==> src/design/mme_pkg.sv <==
// Shared types and constants of the matrix multiply engine.
package mme_pkg;

    localparam int VALUE_BITS  = 34;
    localparam int MAX_RESULTS = 4;
    localparam int INDEX_SPAN  = 4;
    localparam int RQ_DEPTH    = 8;
    localparam int RQ_PTR_BITS = 3;
    localparam int RQ_CNT_BITS = 4;

    localparam logic [1:0] KIND_WRITE_A = 2'd0;
    localparam logic [1:0] KIND_WRITE_B = 2'd1;
    localparam logic [1:0] KIND_CELL    = 2'd2;
    localparam logic [1:0] KIND_ROW     = 2'd3;

    typedef struct packed {
        logic [1:0]         kind;
        logic [1:0]         row;
        logic [1:0]         col;
        logic signed [15:0] element;
    } req_item_t;

    typedef struct packed {
        logic signed [VALUE_BITS-1:0] product_value;
        logic [1:0]                   out_row;
        logic [1:0]                   out_col;
        logic                         last;
    } res_item_t;

    typedef struct packed {
        logic       valid;
        logic       first;
        logic       last_term;
        logic       done;
        logic [1:0] row;
        logic [1:0] col;
    } mac_tag_t;

    typedef enum logic {
        ST_IDLE,
        ST_RUN
    } seq_state_t;

endpackage

==> src/design/mme_store.sv <==
// Element memories for matrices A and B with one write and one registered read each.
module mme_store #(
    parameter int DEPTH     = 16,
    parameter int ADDR_BITS = 4,
    parameter int DATA_BITS = 16
) (
    input  logic                        clk,
    input  logic                        we_a,
    input  logic                        we_b,
    input  logic [ADDR_BITS-1:0]        waddr,
    input  logic signed [DATA_BITS-1:0] wdata,
    input  logic [ADDR_BITS-1:0]        raddr_a,
    input  logic [ADDR_BITS-1:0]        raddr_b,
    output logic signed [DATA_BITS-1:0] rdata_a,
    output logic signed [DATA_BITS-1:0] rdata_b
);

    logic signed [DATA_BITS-1:0] mem_a [DEPTH];
    logic signed [DATA_BITS-1:0] mem_b [DEPTH];
    logic signed [DATA_BITS-1:0] rdata_a_reg;
    logic signed [DATA_BITS-1:0] rdata_b_reg;

    always_ff @(posedge clk)
    begin
        if (we_a)
        begin
            mem_a[waddr] <= wdata;
        end
        rdata_a_reg <= mem_a[raddr_a];
    end

    always_ff @(posedge clk)
    begin
        if (we_b)
        begin
            mem_b[waddr] <= wdata;
        end
        rdata_b_reg <= mem_b[raddr_b];
    end

    assign rdata_a = rdata_a_reg;
    assign rdata_b = rdata_b_reg;

endmodule

==> src/design/mme_mac.sv <==
// Multiply-accumulate pipeline that turns element pairs into finished dot products.
module mme_mac #(
    parameter int DATA_BITS = 16
) (
    input  logic                        clk,
    input  logic                        rst_n,
    input  mme_pkg::mac_tag_t           issue,
    input  logic signed [DATA_BITS-1:0] a_data,
    input  logic signed [DATA_BITS-1:0] b_data,
    output logic                        push,
    output mme_pkg::res_item_t          push_item
);

    import mme_pkg::*;

    localparam int PROD_BITS = 2 * DATA_BITS;

    mac_tag_t                     s1_tag_reg;
    mac_tag_t                     s2_tag_reg;
    logic signed [PROD_BITS-1:0]  prod_full;
    logic signed [VALUE_BITS-1:0] prod_fit;
    logic signed [VALUE_BITS-1:0] prod_reg;
    logic signed [VALUE_BITS-1:0] acc_reg;
    logic signed [VALUE_BITS-1:0] acc_next;

    assign prod_full = PROD_BITS'(a_data) * PROD_BITS'(b_data);

    generate
        if (PROD_BITS >= VALUE_BITS)
        begin : g_prod_trunc
            assign prod_fit = prod_full[VALUE_BITS-1:0];
        end
        else
        begin : g_prod_ext
            assign prod_fit = {{(VALUE_BITS-PROD_BITS){prod_full[PROD_BITS-1]}}, prod_full};
        end
    endgenerate

    always_ff @(posedge clk or negedge rst_n)
    begin
        if (!rst_n)
        begin
            s1_tag_reg <= '0;
            s2_tag_reg <= '0;
        end
        else
        begin
            s1_tag_reg <= issue;
            s2_tag_reg <= s1_tag_reg;
        end
    end

    always_comb
    begin
        acc_next = s2_tag_reg.first ? prod_reg : acc_reg + prod_reg;
    end

    always_ff @(posedge clk)
    begin
        prod_reg <= prod_fit;
        if (s2_tag_reg.valid)
        begin
            acc_reg <= acc_next;
        end
    end

    assign push                    = s2_tag_reg.valid & s2_tag_reg.last_term;
    assign push_item.product_value = acc_next;
    assign push_item.out_row       = s2_tag_reg.row;
    assign push_item.out_col       = s2_tag_reg.col;
    assign push_item.last          = s2_tag_reg.done;

endmodule

==> src/design/mme_rq.sv <==
// Result queue that holds finished products until the output side takes them.
module mme_rq (
    input  logic               clk,
    input  logic               rst_n,
    input  logic               push,
    input  mme_pkg::res_item_t push_item,
    output logic               res_valid,
    input  logic               res_stall,
    output mme_pkg::res_item_t res_data
);

    import mme_pkg::*;

    res_item_t              entries [RQ_DEPTH];
    logic [RQ_PTR_BITS-1:0] wr_ptr_reg;
    logic [RQ_PTR_BITS-1:0] rd_ptr_reg;
    logic [RQ_CNT_BITS-1:0] count_reg;
    logic [RQ_CNT_BITS-1:0] count_next;
    logic                   pop;

    assign res_valid = (count_reg != '0);
    assign res_data  = entries[rd_ptr_reg];
    assign pop       = res_valid & ~res_stall;

    always_comb
    begin
        count_next = count_reg;
        if (push & ~pop)
        begin
            count_next = count_reg + 1'b1;
        end
        else if (pop & ~push)
        begin
            count_next = count_reg - 1'b1;
        end
    end

    always_ff @(posedge clk or negedge rst_n)
    begin
        if (!rst_n)
        begin
            wr_ptr_reg <= '0;
            rd_ptr_reg <= '0;
            count_reg  <= '0;
        end
        else
        begin
            count_reg <= count_next;
            if (push)
            begin
                wr_ptr_reg <= wr_ptr_reg + 1'b1;
            end
            if (pop)
            begin
                rd_ptr_reg <= rd_ptr_reg + 1'b1;
            end
        end
    end

    always_ff @(posedge clk)
    begin
        if (push)
        begin
            entries[wr_ptr_reg] <= push_item;
        end
    end

endmodule

==> src/design/matrix_multiply_engine_top.sv <==
// Top level of the matrix multiply engine: request sequencer, memories, MAC and result queue.
//
//   Channel   Signals                           Carries
//   request   req_valid, req_stall, req_data    element writes, cell and row requests
//   result    res_valid, res_stall, res_data    product entries with row, column, last
//
// A write request goes straight to its memory. A cell request issues MATRIX_SIZE reads, a row
// request min(MATRIX_SIZE, 4) * MATRIX_SIZE reads, one pair a cycle through the shared
// multiply-accumulate unit; each product entry passes the registered read and product registers.
// Reset clears the control state only; the element memories hold no value until written.
// Every request waits while a compute request is issuing reads, and while the result queue
// has fewer than four places not yet reserved, four being the most results of a row request.
module matrix_multiply_engine_top #(
    parameter int MATRIX_SIZE  = 4,
    parameter int ELEMENT_BITS = 16
) (
    input  logic               clk,
    input  logic               rst_n,
    input  logic               req_valid,
    output logic               req_stall,
    input  mme_pkg::req_item_t req_data,
    output logic               res_valid,
    input  logic               res_stall,
    output mme_pkg::res_item_t res_data
);

    import mme_pkg::*;

    localparam int DEPTH     = MATRIX_SIZE * MATRIX_SIZE;
    localparam int ADDR_BITS = (DEPTH > 1) ? $clog2(DEPTH) : 1;
    localparam int K_BITS    = (MATRIX_SIZE > 1) ? $clog2(MATRIX_SIZE) : 1;
    localparam int ROW_COLS  = (MATRIX_SIZE < INDEX_SPAN) ? MATRIX_SIZE : INDEX_SPAN;
    localparam logic [K_BITS-1:0]      K_LAST    = K_BITS'(MATRIX_SIZE - 1);
    localparam logic [1:0]             COL_LAST  = 2'(ROW_COLS - 1);
    localparam logic [RQ_CNT_BITS-1:0] RESV_MAX  = RQ_CNT_BITS'(RQ_DEPTH - MAX_RESULTS);
    localparam logic [RQ_CNT_BITS-1:0] ROW_COUNT = RQ_CNT_BITS'(ROW_COLS);

    seq_state_t             state_reg;
    seq_state_t             state_next;
    logic [1:0]             row_reg;
    logic [1:0]             row_next;
    logic [1:0]             col_reg;
    logic [1:0]             col_next;
    logic [1:0]             col_end_reg;
    logic [1:0]             col_end_next;
    logic [K_BITS-1:0]      k_reg;
    logic [K_BITS-1:0]      k_next;
    logic [RQ_CNT_BITS-1:0] resv_reg;
    logic [RQ_CNT_BITS-1:0] resv_next;
    logic [RQ_CNT_BITS-1:0] resv_add;

    logic                           req_accept;
    logic                           row_ok;
    logic                           col_ok;
    logic                           we_a;
    logic                           we_b;
    logic [ADDR_BITS-1:0]           waddr;
    logic signed [ELEMENT_BITS-1:0] wr_elem;
    logic [ADDR_BITS-1:0]           raddr_a;
    logic [ADDR_BITS-1:0]           raddr_b;
    logic signed [ELEMENT_BITS-1:0] rdata_a;
    logic signed [ELEMENT_BITS-1:0] rdata_b;
    mac_tag_t                       issue;
    logic                           push;
    res_item_t                      push_item;
    logic                           res_pop;

    assign req_stall  = (state_reg != ST_IDLE) || (resv_reg > RESV_MAX);
    assign req_accept = req_valid & ~req_stall;
    assign res_pop    = res_valid & ~res_stall;

    assign row_ok = (int'(req_data.row) < MATRIX_SIZE);
    assign col_ok = (int'(req_data.col) < MATRIX_SIZE);

    assign we_a  = req_accept && (req_data.kind == KIND_WRITE_A) && row_ok && col_ok;
    assign we_b  = req_accept && (req_data.kind == KIND_WRITE_B) && row_ok && col_ok;
    assign waddr = ADDR_BITS'(int'(req_data.row) * MATRIX_SIZE + int'(req_data.col));

    generate
        if (ELEMENT_BITS <= 16)
        begin : g_elem_trunc
            assign wr_elem = req_data.element[ELEMENT_BITS-1:0];
        end
        else
        begin : g_elem_ext
            assign wr_elem = {{(ELEMENT_BITS-16){req_data.element[15]}}, req_data.element};
        end
    endgenerate

    always_comb
    begin
        state_next   = state_reg;
        row_next     = row_reg;
        col_next     = col_reg;
        col_end_next = col_end_reg;
        k_next       = k_reg;
        resv_add     = '0;
        issue        = '0;
        case (state_reg)
            ST_IDLE:
            begin
                if (req_accept && row_ok)
                begin
                    if ((req_data.kind == KIND_CELL) && col_ok)
                    begin
                        state_next   = ST_RUN;
                        row_next     = req_data.row;
                        col_next     = req_data.col;
                        col_end_next = req_data.col;
                        k_next       = '0;
                        resv_add     = RQ_CNT_BITS'(1);
                    end
                    else if (req_data.kind == KIND_ROW)
                    begin
                        state_next   = ST_RUN;
                        row_next     = req_data.row;
                        col_next     = '0;
                        col_end_next = COL_LAST;
                        k_next       = '0;
                        resv_add     = ROW_COUNT;
                    end
                end
            end
            ST_RUN:
            begin
                issue.valid     = 1'b1;
                issue.first     = (k_reg == '0);
                issue.last_term = (k_reg == K_LAST);
                issue.done      = (k_reg == K_LAST) && (col_reg == col_end_reg);
                issue.row       = row_reg;
                issue.col       = col_reg;
                if (k_reg == K_LAST)
                begin
                    k_next = '0;
                    if (col_reg == col_end_reg)
                    begin
                        state_next = ST_IDLE;
                    end
                    else
                    begin
                        col_next = col_reg + 1'b1;
                    end
                end
                else
                begin
                    k_next = k_reg + 1'b1;
                end
            end
            default:
            begin
                state_next = ST_IDLE;
            end
        endcase
        resv_next = resv_reg + resv_add - RQ_CNT_BITS'(res_pop);
    end

    always_ff @(posedge clk or negedge rst_n)
    begin
        if (!rst_n)
        begin
            state_reg <= ST_IDLE;
            resv_reg  <= '0;
        end
        else
        begin
            state_reg <= state_next;
            resv_reg  <= resv_next;
        end
    end

    always_ff @(posedge clk)
    begin
        row_reg     <= row_next;
        col_reg     <= col_next;
        col_end_reg <= col_end_next;
        k_reg       <= k_next;
    end

    assign raddr_a = ADDR_BITS'(int'(row_reg) * MATRIX_SIZE + int'(k_reg));
    assign raddr_b = ADDR_BITS'(int'(k_reg) * MATRIX_SIZE + int'(col_reg));

    mme_store #(
        .DEPTH     (DEPTH),
        .ADDR_BITS (ADDR_BITS),
        .DATA_BITS (ELEMENT_BITS)
    ) u_store (
        .clk     (clk),
        .we_a    (we_a),
        .we_b    (we_b),
        .waddr   (waddr),
        .wdata   (wr_elem),
        .raddr_a (raddr_a),
        .raddr_b (raddr_b),
        .rdata_a (rdata_a),
        .rdata_b (rdata_b)
    );

    mme_mac #(
        .DATA_BITS (ELEMENT_BITS)
    ) u_mac (
        .clk       (clk),
        .rst_n     (rst_n),
        .issue     (issue),
        .a_data    (rdata_a),
        .b_data    (rdata_b),
        .push      (push),
        .push_item (push_item)
    );

    mme_rq u_rq (
        .clk       (clk),
        .rst_n     (rst_n),
        .push      (push),
        .push_item (push_item),
        .res_valid (res_valid),
        .res_stall (res_stall),
        .res_data  (res_data)
    );

endmodule
==> config.mk <==
export PLATFORM = sky130hd
export DESIGN_NAME = matrix_multiply_engine_top
export DESIGN_NICKNAME = d
export VERILOG_FILES = /design/src/design/mme_pkg.sv /design/src/design/mme_store.sv /design/src/design/mme_mac.sv /design/src/design/mme_rq.sv /design/src/design/matrix_multiply_engine_top.sv
export SDC_FILE = /design/constraint.sdc
export NUM_CORES = 2
export LEC_CHECK = 0
export BUFFER_PORTS_ARGS = -buffer_cell sky130_fd_sc_hd__buf_4
export CAP_MARGIN = 20
export CORE_UTILIZATION = 40
export CTS_CLUSTER_DIAMETER = 200
export CTS_CLUSTER_SIZE = 12
export DETAILED_ROUTE_END_ITERATION = 8
export PLACE_DENSITY_LB_ADDON = 0.08
export SLEW_MARGIN = 10
export SYNTH_ARGS = -nofsm -noshare
export SYNTH_HDL_FRONTEND = slang
export SYNTH_SLANG_ARGS = --single-unit
==> constraint.sdc <==
create_clock -name clk -period 6.9 [get_ports clk]
set_input_delay 1.38 -clock clk [delete_from_list [all_inputs] [get_ports clk]]
set_output_delay 1.38 -clock clk [all_outputs]
set_load 0.05 [all_outputs]
==> out/results.tsv <==
metric	value	unit
numCtsBuffers	90	
worst-setup-path-type	flop to flop	
yosysUniqueCellTypes	77	
portBuffers	66	
synth_area_leaders	edfxtp_1, mux4_2, fa_1	
final_cells	4616	
final_nets	3442	
first_global_vias	26700	
clock-skew-final	42.7	ps
cts_setup_buffers	0	
worstRegToRegCells	19	
fp.dieW	345	µm
cts_tree	built	
max_cap_violations	0	
status	completed	
std_cell_rows	125	
finalSetupViolations	0	
rsz0062_at_grt	false	
via_count	24300	
drive_gt1_frac	0.193	
worstMarginPinSlew	1160	ps
synth-main-ff-cell	edfxtp_1	
yosys.area.top_type_share	0.552	
avgViaCountPerCell	5.26	
core	0.117	mm²
finalInstanceArea	0.0527	mm²
yosysMostFrequentCell	edfxtp_1	
cts_resized	0	
clockBufferDepth	3	
globalplace.congestion	0.842	
syn_area_per_cell	16.4	µm²
holdPathStages	0	
yosysSeqAreaShare	0.595	
pin_count	67	
dp_slack	525	ps
largest_reg_flops	312	
max_freq	156	MHz
die_h	345	µm
clock_latency	680	ps
min_period	6400	ps
holdBufCountCts	0	
grt_use_total	0.190	
crit_path_end_kind	flop	
layout_setup_ws	505	ps
async_flop_share	0.0323	
synth_edf_count	866	
synth_area	0.0471	mm²
drtIter0Drc	1660	
cts.htree.levels	3	
routed_wirelength	111000	µm
ys_ff_latch	961	
grt_max_degree	71	
drt-wirelength-per-cell	24.0	µm
die-area	0.119	mm²
hold_path.class	flop to flop	
ant_nets	0	
hold_viol	0	
grt-ovfl-total	0	
dpl_cell_area	0.0500	mm²
synth_top_area_cell	edfxtp_1	
drt_first_pass_iters	5	
drcViolationCount	0	
startpoint_type	flop	
ys_top_cells_by_count	edfxtp_1, inv_1, fa_1	
crit_fanout	16	
syn_to_final_growth	11.7	%
root_buffer	clkbuf_16	
grt_pass1_wl	168000	µm
antenna_found_initial	10	
syn_inst	2873	
slew_headroom	0.219	
yosysWarnings	0	
start_util	0.404	
biggestRegsByFlops	u_rq.entries (312), u_store.mem_a (256), u_store.mem_b (256)	
post-route-period-util	0.927	
crit_required	7430	ps
cp.arrival	6920	ps
dpl.hpwl	72700	µm
path_clk_slew	70	ps
numPlacedInstances	4449	
finalSetupTns	0	ps
regMostFlops	u_rq.entries	
clkSinkCount	961	
final_max_slew_viol_count	0	
syn_nets	3291	
placed cells by master (no fill, tap or decap), types with 44 or more instances in the layout:
cell       count
edfxtp_1     866
o21ai_0       44
mux2_2        44
fa_1         265
a21oi_1       45
inv_1        326
dfxtp_1       64
xnor2_1       47
ha_1         127
and2_1       125
clkbuf_16     92
clkbuf_1      60
buf_4        156
nand2_1      203
nor2_1        75
mux4_2       238
worst paths after layout:
kind / startpoint / end / slack, ps
min reg2reg: u_mac.s1_tag_reg[6]$_DFF_PN0_ / u_mac.s2_tag_reg[6]$_DFF_PN0_ / 340
min in group asynchronous: rst_n / resv_reg[1]$_DFF_PN0_ / 650
min: u_mac.s1_tag_reg[6]$_DFF_PN0_ / u_mac.s2_tag_reg[6]$_DFF_PN0_ / 340
max: u_store.rdata_b[10]$_DFF_P_ / u_mac.prod_reg[31]$_DFF_P_ / 500
max reg2reg: u_store.rdata_b[10]$_DFF_P_ / u_mac.prod_reg[31]$_DFF_P_ / 500
max in group asynchronous: rst_n / u_rq.rd_ptr_reg[1]$_DFFE_PN0P_ / 5890
stage by stage:
step,hold WS [ps],utilization
floorplan,331,-
global placement,332,0.428
detailed placement,336,0.429
CTS,348,0.451
global route,357,0.452
finish,345,0.452
routing by layer:
layer	up-vias	global-route usage	wire length, µm
met5	-	0	69
met4	10	0.0552	2980
met3	165	0.0293	4120
met2	411	0.322	55600
met1	12900	0.253	48100
li1	10800	-	-
cells by family (layout without fill, tap and decap cells):
kind of cell / after synthesis / count (layout) / synth area share
other: 0 / 2 / 0
buffers and inverters: 435 / 652 / 0.0351
DFF: 961 / 961 / 0.595
adders and majority gates: 392 / 392 / 0.146
xor gates and xnor gates: 67 / 67 / 0.0125
muxes: 285 / 285 / 0.125
AOI/OAI and AO/OA: 205 / 205 / 0.0310
and+or+nand+nor: 528 / 528 / 0.0549
worst max-delay path, cell delays in order (launching register included):
cell and delay, ps:
dfxtp_1 760, nand2_1 180, fa_1 570, inv_1 60, fa_1 550, fa_1 450, fa_1 460, fa_1 500
inv_1 50, fa_1 470, inv_1 40, ha_1 350, nand4_1 150, o31ai_1 290, a21oi_1 80, o21ai_2 210
a21oi_2 140, o311ai_0 590, a2111o_1 240, o211ai_1 80
area by class of cell:
| cell class | instances | area (µm²) |
|---|---|---|
| antenna | 2 | 5.00 |
| clock buffer | 152 | 2530 |
| clock inverter | 6 | 116 |
| fill | 10100 | 63900 |
| inverter | 328 | 1230 |
| multi-input combinational | 1477 | 17500 |
| sequential | 961 | 28100 |
| tap | 1524 | 1910 |
| timing repair buffer | 166 | 1260 |
Power is left out: the tool's default activity adds up to more than one toggle a clock period on the data nets, which glitch-free logic cannot reach.
